<file path="config.mk">
export PLATFORM = sky130hd
export DESIGN_NAME = two_stage_moving_average_top
export DESIGN_NICKNAME = d
export VERILOG_FILES = /design/src/sv/tsma_pkg.sv /design/src/sv/two_stage_moving_average_top.sv /design/src/sv/tsma_cell.sv /design/src/sv/tsma_out_fifo.sv
export SDC_FILE = /design/constraint.sdc
export NUM_CORES = 2
export LEC_CHECK = 0
export BUFFER_PORTS_ARGS = -buffer_cell sky130_fd_sc_hd__buf_2
export CAP_MARGIN = 20
export CORE_MARGIN = 2
export CORE_UTILIZATION = 58
export DETAILED_ROUTE_END_ITERATION = 16
export GPL_TIMING_DRIVEN = 0
export PLACE_DENSITY = 0.8
export SYNTH_ARGS = -nofsm -noshare
export SYNTH_HDL_FRONTEND = slang
export SYNTH_SLANG_ARGS = --single-unit
</file>
<file path="constraint.sdc">
create_clock -name clk -period 10.9 [get_ports clk]
set_input_delay 2.725 -clock clk [delete_from_list [all_inputs] [get_ports clk]]
set_output_delay 2.725 -clock clk [all_outputs]
set_load 0.005 [all_outputs]
</file>
<file path="src/sv/tsma_pkg.sv">
// Shared constants and types for the two-stage moving average block.
// No dependencies; every other file in this folder imports it.
package tsma_pkg;

  localparam int SAMPLE_W        = 12;
  localparam int WINDOW_DEPTH    = 64;
  localparam int WIN_POS_W       = $clog2(WINDOW_DEPTH);
  localparam int WIN_SUM_W       = SAMPLE_W + WIN_POS_W;
  localparam int UPDATE_INTERVAL = 4;
  localparam int BLOCK_DEPTH     = 4;
  localparam int BLK_SHIFT       = $clog2(BLOCK_DEPTH);
  localparam int BLK_SUM_W       = SAMPLE_W + BLK_SHIFT;

  // output buffer: two words, so a finished word can wait while the next is taken
  localparam int OBUF_DEPTH = 2;
  localparam int OBUF_PTR_W = $clog2(OBUF_DEPTH);
  localparam int OBUF_CNT_W = $clog2(OBUF_DEPTH + 1);

  localparam int IN_DATA_W  = 24;
  localparam int OUT_DATA_W = 56;

  localparam logic [WIN_POS_W-1:0] WIN_POS_LAST = WIN_POS_W'(WINDOW_DEPTH - 1);
  localparam logic [WIN_POS_W-1:0] UPD_MASK     = WIN_POS_W'(UPDATE_INTERVAL - 1);

  // one sample pair, channel a in the low bits
  typedef struct packed {
    logic [SAMPLE_W-1:0] b;
    logic [SAMPLE_W-1:0] a;
  } pair_t;

  // one result word as held in the output buffer
  typedef struct packed {
    logic                slow_updated;
    logic                fast_updated;
    logic [SAMPLE_W-1:0] slow_avg_b;
    logic [SAMPLE_W-1:0] slow_avg_a;
    logic [SAMPLE_W-1:0] fast_avg_b;
    logic [SAMPLE_W-1:0] fast_avg_a;
  } result_t;

endpackage

</file>
<file path="src/sv/two_stage_moving_average_top.sv">
// Top level of the two-stage moving average: window and block shift chains,
// running sums and the output buffer. Depends on tsma_pkg, tsma_cell, tsma_out_fifo.
//
// channel  | group                           | contents
// ---------+---------------------------------+----------------------------------------
// input    | in_tvalid/in_tready/in_tdata    | sample_a, sample_b
// output   | out_tvalid/out_tready/out_tdata | fast/slow averages a and b, two flags
//
// One word per cycle is taken while in_tready is high; its result is registered in the output buffer.
// The 64-cell window chain and the running sums are updated in the accepting cycle.
// A two-word output buffer lets input continue while one result waits.
// in_tready drops only when both buffer words are held by a stalled consumer.
// Synchronous reset clears the window, the block store and all held averages.
module two_stage_moving_average_top
  import tsma_pkg::*;
(
  input  logic                  clk,
  input  logic                  rst_n,
  input  logic                  in_tvalid,
  output logic                  in_tready,
  input  logic [IN_DATA_W-1:0]  in_tdata,   // [11:0] sample_a, [23:12] sample_b
  output logic                  out_tvalid,
  input  logic                  out_tready,
  output logic [OUT_DATA_W-1:0] out_tdata   // [11:0] fast_avg_a, [23:12] fast_avg_b,
                                            // [35:24] slow_avg_a, [47:36] slow_avg_b,
                                            // [48] fast_updated, [49] slow_updated, rest 0
);

  logic                 acc;
  pair_t                sample;
  pair_t                win_q [WINDOW_DEPTH];
  pair_t                win_d [WINDOW_DEPTH];
  pair_t                oldest;
  pair_t                blk_q [BLOCK_DEPTH-1];
  pair_t                blk_d [BLOCK_DEPTH-1];
  logic [WIN_SUM_W-1:0] sum_a_r, sum_b_r, sum_a_nxt, sum_b_nxt;
  logic [WIN_POS_W-1:0] pos_r;
  pair_t                fast_r, fast_nxt;
  pair_t                slow_r, slow_nxt;
  logic [BLK_SUM_W-1:0] bsum_a, bsum_b;
  logic                 fast_hit;
  logic                 wrap;
  result_t              res;
  result_t              out_word;

  assign acc    = in_tvalid && in_tready;
  assign sample = pair_t'(in_tdata);

  // window chain: the last cell holds the pair written one window ago
  assign win_d[0] = sample;
  genvar gi;
  generate
    for (gi = 1; gi < WINDOW_DEPTH; gi++) begin : g_win_link
      assign win_d[gi] = win_q[gi-1];
    end
    for (gi = 0; gi < WINDOW_DEPTH; gi++) begin : g_win
      tsma_cell u_win_cell (
        .clk      (clk),
        .rst_n    (rst_n),
        .shift_en (acc),
        .d        (win_d[gi]),
        .q        (win_q[gi])
      );
    end
  endgenerate
  assign oldest = win_q[WINDOW_DEPTH-1];

  // running window sums
  assign sum_a_nxt = sum_a_r - WIN_SUM_W'(oldest.a) + WIN_SUM_W'(sample.a);
  assign sum_b_nxt = sum_b_r - WIN_SUM_W'(oldest.b) + WIN_SUM_W'(sample.b);

  assign fast_hit = ((pos_r & UPD_MASK) == '0);
  assign wrap     = (pos_r == WIN_POS_LAST);

  always_comb begin
    fast_nxt = fast_r;
    if (fast_hit) begin
      fast_nxt.a = sum_a_nxt[WIN_POS_W +: SAMPLE_W];
      fast_nxt.b = sum_b_nxt[WIN_POS_W +: SAMPLE_W];
    end
  end

  // block store chain: the newest fast average enters on wrap; together with the
  // entry being written, these cells hold the whole block store
  assign blk_d[0] = fast_nxt;
  generate
    for (gi = 1; gi < BLOCK_DEPTH - 1; gi++) begin : g_blk_link
      assign blk_d[gi] = blk_q[gi-1];
    end
    for (gi = 0; gi < BLOCK_DEPTH - 1; gi++) begin : g_blk
      tsma_cell u_blk_cell (
        .clk      (clk),
        .rst_n    (rst_n),
        .shift_en (acc && wrap),
        .d        (blk_d[gi]),
        .q        (blk_q[gi])
      );
    end
  endgenerate

  // block mean over the new entry and the newest stored ones
  always_comb begin
    bsum_a = BLK_SUM_W'(fast_nxt.a);
    bsum_b = BLK_SUM_W'(fast_nxt.b);
    for (int k = 0; k < BLOCK_DEPTH - 1; k++) begin
      bsum_a = bsum_a + BLK_SUM_W'(blk_q[k].a);
      bsum_b = bsum_b + BLK_SUM_W'(blk_q[k].b);
    end
    slow_nxt.a = bsum_a[BLK_SHIFT +: SAMPLE_W];
    slow_nxt.b = bsum_b[BLK_SHIFT +: SAMPLE_W];
  end

  // held state
  always_ff @(posedge clk) begin
    if (!rst_n) begin
      sum_a_r <= '0;
      sum_b_r <= '0;
      pos_r   <= '0;
      fast_r  <= '0;
      slow_r  <= '0;
    end else if (acc) begin
      sum_a_r <= sum_a_nxt;
      sum_b_r <= sum_b_nxt;
      pos_r   <= pos_r + 1'b1;
      fast_r  <= fast_nxt;
      if (wrap) begin
        slow_r <= slow_nxt;
      end
    end
  end

  // result word for this item
  always_comb begin
    res.fast_avg_a   = fast_nxt.a;
    res.fast_avg_b   = fast_nxt.b;
    res.slow_avg_a   = wrap ? slow_nxt.a : slow_r.a;
    res.slow_avg_b   = wrap ? slow_nxt.b : slow_r.b;
    res.fast_updated = fast_hit;
    res.slow_updated = wrap;
  end

  tsma_out_fifo u_out_fifo (
    .clk      (clk),
    .rst_n    (rst_n),
    .wr_valid (in_tvalid),
    .wr_ready (in_tready),
    .wr_data  (res),
    .rd_valid (out_tvalid),
    .rd_ready (out_tready),
    .rd_data  (out_word)
  );

  assign out_tdata = OUT_DATA_W'(out_word);

`ifndef ASSERT_OFF
  // the window position returns to zero after the last slot
  a_pos_wrap: assert property (@(posedge clk) disable iff (!rst_n)
    acc && wrap |=> pos_r == '0)
    else $error("window position did not wrap");

  // the last slot never falls on a fast update, so both flags never meet
  a_flags_apart: assert property (@(posedge clk) disable iff (!rst_n)
    out_tvalid |-> !(out_word.slow_updated && out_word.fast_updated))
    else $error("fast and slow update flagged together");

  // an accepted item always leaves a result to offer
  a_acc_result: assert property (@(posedge clk) disable iff (!rst_n)
    acc |=> out_tvalid)
    else $error("accepted item produced no result");
`endif

endmodule

</file>
<file path="src/sv/tsma_cell.sv">
// One storage cell of a shift chain: holds a sample pair, loads its neighbor's.
// Depends on tsma_pkg.
module tsma_cell
  import tsma_pkg::*;
(
  input  logic  clk,
  input  logic  rst_n,
  input  logic  shift_en,
  input  pair_t d,
  output pair_t q
);

  pair_t q_r;

  // contents are part of the averaged state, so reset clears them
  always_ff @(posedge clk) begin
    if (!rst_n) begin
      q_r <= '0;
    end else if (shift_en) begin
      q_r <= d;
    end
  end

  assign q = q_r;

endmodule

</file>
<file path="src/sv/tsma_out_fifo.sv">
// Small output buffer for result words; decouples acceptance from the consumer.
// Depends on tsma_pkg.
module tsma_out_fifo
  import tsma_pkg::*;
(
  input  logic    clk,
  input  logic    rst_n,
  input  logic    wr_valid,
  output logic    wr_ready,
  input  result_t wr_data,
  output logic    rd_valid,
  input  logic    rd_ready,
  output result_t rd_data
);

  result_t                mem_r [OBUF_DEPTH];
  logic [OBUF_PTR_W-1:0]  wr_ptr_r;
  logic [OBUF_PTR_W-1:0]  rd_ptr_r;
  logic [OBUF_CNT_W-1:0]  cnt_r;
  logic [OBUF_CNT_W-1:0]  cnt_nxt;
  logic                   do_wr;
  logic                   do_rd;

  assign wr_ready = (cnt_r != OBUF_CNT_W'(OBUF_DEPTH));
  assign rd_valid = (cnt_r != '0);
  assign rd_data  = mem_r[rd_ptr_r];
  assign do_wr    = wr_valid && wr_ready;
  assign do_rd    = rd_valid && rd_ready;

  always_comb begin
    cnt_nxt = cnt_r;
    if (do_wr && !do_rd) begin
      cnt_nxt = cnt_r + 1'b1;
    end else if (do_rd && !do_wr) begin
      cnt_nxt = cnt_r - 1'b1;
    end
  end

  // pointers and fill count
  always_ff @(posedge clk) begin
    if (!rst_n) begin
      wr_ptr_r <= '0;
      rd_ptr_r <= '0;
      cnt_r    <= '0;
    end else begin
      if (do_wr) begin
        wr_ptr_r <= wr_ptr_r + 1'b1;
      end
      if (do_rd) begin
        rd_ptr_r <= rd_ptr_r + 1'b1;
      end
      cnt_r <= cnt_nxt;
    end
  end

  // payload storage
  always_ff @(posedge clk) begin
    if (do_wr) begin
      mem_r[wr_ptr_r] <= wr_data;
    end
  end

endmodule

</file>
# Word level (Yosys, flattened, before mapping)
# Memories as Yosys holds them, arrays and structs flattened. A register that Yosys moved wholly into a read port is not among the register bits.
# Cells that the tools add are included.
# classes
add_sub_neg,15
n_reduce_logical,11
muxes,9
n_eq_ne,2
# op_table
cell,count
adder 18 x 12 -> 18 bit,2
subtractor 18 x 12 -> 18 bit,2
adder 13 x 12 -> 14 bit,2
adder 14 x 12 -> 14 bit,2
adder 12 x 12 -> 13 bit,2
2-to-1 mux 12 bit,2
2-to-1 mux 24 bit,1
"adder 6 x 1 -> 6 bit, second input constant",1
"== test 6 bit, second input constant",1
zero test 6 bit,1
logical AND 1 bit,5
2-to-1 mux 1 bit,4
2-to-1 mux 2 bit,2
nonzero test 2 bit,2
"adder 1 bit, second input constant",2
"adder 2 x 1 -> 2 bit, second input constant",1
zero test 1 bit,2
"!= test 2 bit, second input constant",1
AND reduction 2 bit,1
"subtractor 2 x 1 -> 2 bit, second input constant",1
# totals
wordCells,182
n_memories,1
ff_bits,1702
out_inout_bits,58
ram_bits,100
# mem_list
memory,depth,word_bits,rd,rd_ports_with_merged_regs,wr,line_no,source
u_out_fifo.mem_r,2,50,1,1,1,tsma_out_fifo.sv:16,result_t mem_r [OBUF_DEPTH];

# Longest topological paths before layout
# depth
word_depth,7
depth_mapped,25

# By module
# Synthesis repeated with hierarchy kept, for this count alone.
# hier_totals
hier_cells,6403
hier_area_um2,74696.6
# modules_own_cells
module,cells_per_inst,area_per_inst_um2,seq_area_each_um2,n_inst
tsma_cell,77,929.6,480.5,67
two_stage_moving_average_top,1064,8573.2,1801.7,1
tsma_out_fifo,180,3837.4,3103.0,1

# Worst setup path before layout
# Ideal clock, no wire load.
# synth_path
kind,input to register
startpoint,in in_tdata[3]
endpoint,mem u_out_fifo.mem_r[0][34] (netlist name) (data pin)
stages,23
setup_time_ns,0.257
path_slack_ns,2.978
t_required_ns,10.643
arrival_ns,7.665
n_path_buf,0
path_cell_list,inv_1 > fa_1 > inv_1 > ha_1 > o211ai_1 > a21oi_1 > o21a_1 > o21a_1 > or3_1 > a31oi_1 > inv_1 > fa_1 > inv_1 > fa_1 > inv_1 > ha_1 > and4b_1 > o31a_1 > o2111ai_1 > a21oi_1 > or4_1 > nand3_1 > nand2_1
# synth_rtl
item,line_no,source
from (decl),two_stage_moving_average_top.sv:21,"input logic [IN_DATA_W-1:0] in_tdata,"
to (decl),tsma_out_fifo.sv:16,

==> flow_results.xml <==
<?xml version="1.0" encoding="UTF-8"?>
<metrics>
  <group name="global_routing">
    <metric name="total_global_routing_track_utilization" unit="">0.279</metric>
    <metric name="first_global_vias" unit="">53000</metric>
    <metric name="grt_first_pass_wirelength" unit="um">267000</metric>
    <metric name="globalRouteOverflowTotal" unit="">0</metric>
    <metric name="grt_max_degree" unit="">41</metric>
    <metric name="number_of_antenna_violations_at_the_first_check_in_global_routing" unit="">4</metric>
  </group>
  <group name="critical_path">
    <metric name="end_kind" unit="">flip-flop</metric>
    <metric name="timing.critical_path.from_type" unit="">primary input</metric>
    <metric name="critical_path.max_fanout" unit="">4</metric>
    <metric name="critical_path_required" unit="ns">11.40</metric>
    <metric name="critPathKind" unit="">in2reg</metric>
    <metric name="cp_data_arrival_time" unit="ns">9.63</metric>
  </group>
  <group name="logic_synthesis">
    <metric name="synthTopCellsByArea" unit="">dfxtp_1, nand2_1, a21oi_1</metric>
    <metric name="fraction_of_synthesized_cell_area_taken_by_the_top_area_cell_type" unit="">0.508</metric>
    <metric name="synth_compound_area_frac" unit="">0.148</metric>
    <metric name="synthSimpleGateAreaFrac" unit="">0.201</metric>
    <metric name="synth.mux.area_fraction" unit="">0.0111</metric>
    <metric name="synth_area_leader_cell" unit="">dfxtp_1</metric>
    <metric name="synth.lib_cells_used.distinct" unit="">69</metric>
    <metric name="postSynth.topFlopCell" unit="">dfxtp_1</metric>
    <metric name="post_synth_xor_area_fraction" unit="">0.00587</metric>
    <metric name="post_synth_fa_ha_maj_area_fraction" unit="">0.0329</metric>
    <metric name="cell_count_after_synthesis" unit="">8314</metric>
    <metric name="yosys-top-cells-count" unit="">nand2_1, dfxtp_1, a21oi_1</metric>
    <metric name="synth-edff-count" unit="">100</metric>
    <metric name="seq_area_frac_synth" unit="">0.553</metric>
    <metric name="register_bit_count_reported_by_yosys" unit="">1803</metric>
    <metric name="dominant_combinational_cell_family_by_area_after_synthesis" unit="">simple AND/OR/NAND/NOR gates</metric>
    <metric name="synthesis.yosys.warnings" unit="">0</metric>
    <metric name="synthesis.area" unit="mm^2">0.0671</metric>
    <metric name="async_flop_share" unit="">0</metric>
    <metric name="post-synth-top-count-cell" unit="">nand2_1</metric>
    <metric name="mean_cell_area_of_the_mapped_netlist" unit="um^2">8.07</metric>
  </group>
  <group name="sta">
    <metric name="skew" unit="ns">0.0258</metric>
    <metric name="setup_viol" unit="">0</metric>
    <metric name="timing.max_slew.rel_slack" unit="">0.240</metric>
    <metric name="timing_max_transition_violations_final" unit="">0</metric>
    <metric name="max_freq" unit="MHz">110</metric>
    <metric name="timing.final.crit_share" unit="">0.837</metric>
    <metric name="timing.final.crit_period" unit="ns">9.12</metric>
    <metric name="worstMarginPinSlew" unit="ns">1.13</metric>
    <metric name="hold_viol_final" unit="">0</metric>
    <metric name="timing.final.ws_setup" unit="ns">1.78</metric>
    <metric name="grt_setup_unrepaired" unit="">no</metric>
    <metric name="timing.setup.tns" unit="ns">0</metric>
  </group>
  <group name="clock_tree">
    <metric name="cts_max_level" unit="">4</metric>
    <metric name="postCtsSetupBuffers" unit="">0</metric>
    <metric name="tritoncts_clock_tree" unit="">built</metric>
    <metric name="tritoncts_num_sinks" unit="">1803</metric>
    <metric name="cts.root.buffer_cell" unit="">clkbuf_16</metric>
    <metric name="worstSkewPairLatency" unit="ns">0.79</metric>
    <metric name="cts_buffers" unit="">175</metric>
    <metric name="worst_setup_hold_path_clk_slew" unit="ns">0.06</metric>
    <metric name="cts_hold_buf" unit="">0</metric>
    <metric name="clk_buf_depth" unit="">3</metric>
    <metric name="cts.repair.resized" unit="">0</metric>
  </group>
  <group name="floorplan">
    <metric name="io_pins" unit="">86</metric>
    <metric name="area_of_the_core" unit="mm^2">0.115</metric>
    <metric name="start_util" unit="">0.586</metric>
    <metric name="row_count" unit="">124</metric>
    <metric name="die_x" unit="um">344</metric>
    <metric name="die_height" unit="um">344</metric>
    <metric name="design.die.area" unit="mm^2">0.118</metric>
  </group>
  <group name="cells_and_area">
    <metric name="postLayoutCoreUtil" unit="">0.656</metric>
    <metric name="drive_above_1_share" unit="">0.0512</metric>
    <metric name="stdcell_count" unit="">10200</metric>
    <metric name="finish.net_count" unit="">8740</metric>
    <metric name="syn_to_final_growth" unit="%">12.0</metric>
  </group>
  <group name="place">
    <metric name="routabilityCongestion" unit="">0.936</metric>
    <metric name="post-dp-hpwl" unit="um">122000</metric>
    <metric name="post-place-cells" unit="">9914</metric>
    <metric name="dp_worst_setup_slack" unit="ns">1.19</metric>
    <metric name="portBuffers" unit="">79</metric>
  </group>
  <group name="drt">
    <metric name="detailedRoute.firstIterationViolations" unit="">4534</metric>
    <metric name="drtAntennaViolNets" unit="">0</metric>
    <metric name="routed_wl" unit="um">168000</metric>
    <metric name="route.vias.total" unit="">56200</metric>
    <metric name="detail_route.drc_violations" unit="">0</metric>
    <metric name="avgViaCountPerCell" unit="">5.49</metric>
    <metric name="number_of_search_and_repair_iterations_in_the_first_detailed_routing_pass" unit="">6</metric>
    <metric name="routed_wire_length_per_instance" unit="um">16.5</metric>
  </group>
  <group name="hold_path">
    <metric name="hold_removal_path_class" unit="">reg2reg</metric>
  </group>
  <group name="power">
    <metric name="cellLeakagePower" unit="nW">25.2</metric>
    <metric name="ir_drop_worst_vdd" unit="uV">176</metric>
    <metric name="report.power.total" unit="mW">16.8</metric>
    <metric name="power.density" unit="mW/mm^2">224</metric>
  </group>
  <group name="run">
    <metric name="maxCapViolCount" unit="">0</metric>
  </group>
  <group name="outcome">
    <metric name="outcome" unit="">finished clean</metric>
  </group>
</metrics>
-- per-stage QoR --
stage	hold slack [ns]	area [um^2]
final	0.441	75100
after global routing	0.456	75100
after CTS	0.441	75100
after detailed placement	0.441	69500
after global placement	0.435	69400
after floorplan	0.430	67100
-- path summary, 6_finish.rpt --
kind	startpoint	to	slack, ns	cells past startpoint
min	g_win[59].u_win_cell.q[3]	g_win[60].u_win_cell.q[3]	0.44	2
min reg2reg	g_win[59].u_win_cell.q[3]	g_win[60].u_win_cell.q[3]	0.44	2
max	in_tdata[15]	u_out_fifo.mem_r[0][45]	1.78	23
max reg2reg	sum_b_r[2]	u_out_fifo.mem_r[0][45]	3.57	22
-- worst max-delay path, cell delays in order --
cell	delay (ns)
buf_2	0.15
inv_1	0.08
fa_1	0.53
inv_1	0.04
ha_1	0.31
o21ai_0	0.20
a21oi_1	0.13
o31ai_1	0.58
a21oi_1	0.25
o21a_1	0.25
o31ai_1	0.93
inv_1	0.14
fa_1	0.50
fa_1	0.51
inv_1	0.04
ha_1	0.21
a2111oi_0	0.47
o21ai_0	0.22
a31oi_1	0.28
o21bai_1	0.12
a21oi_1	0.37
xor2_1	0.10
o21ai_0	0.46
-- power by group --
| group | leakage (nW) | switching, mW | internal, mW |
|---|---|---|---|
| clock network | 2.80 | 2.55 | 3.38 |
| logic | 7.70 | 2.72 | 1.13 |
| registers | 14.7 | 0.0924 | 6.96 |
-- area by class of cell --
cell class	instances	area (um^2)
Inverter	253	950
Multi-Input combinational cell	5672	26800
Sequential cell	1803	37100
Clock buffer	251	5070
Tap cell	1512	1890
Clock inverter	62	571
Timing Repair Buffer	83	462
Fill cell	9370	39400
Buffer	591	2280
Antenna cell	4	10.0
-- logic make-up after synthesis --
| logic type | after synthesis |
|---|---|
| AOI/OAI and AO/OA | 1900 |
| xor gates and xnor gates | 45 |
| adders and majority gates | 133 |
| buffers and inverters | 844 |
| DFF | 1803 |
| muxes | 67 |
| other | 1 |
| and+or+nand+nor | 3521 |
-- sequential cells by signal (all words and copies together), names as in the netlist, named ones only --
signal / count
g_win.u_win_cell.q: 1536
u_out_fifo.mem_r: 100
g_blk.u_blk_cell.q: 72
fast_r: 24
slow_r: 24
sum_a_r: 18
sum_b_r: 18
pos_r: 6
u_out_fifo.cnt_r: 2
u_out_fifo.rd_ptr_r: 1
u_out_fifo.wr_ptr_r: 1
-- layer usage --
metal	routed length, um	track usage	vias to the layer above
li1	-	-	27400
met1	73300	0.375	26800
met2	77100	0.452	1703
met3	13200	0.0519	325
met4	4710	0.0948	2
met5	12	0	-
-- cells in the final DEF, fill, tap and decap left out, types with 57 or more instances in the layout --
master     count
nand2_1     3319
dfxtp_1     1703
a21oi_1     1702
clkbuf_1     595
inv_1        252
clkbuf_16    180
edfxtp_1     100
buf_2         82
nor2_1        77
fa_1          72
o21ai_0       71
ha_1          61
mux2_2        57
Power figures use the tool's default switching activity.
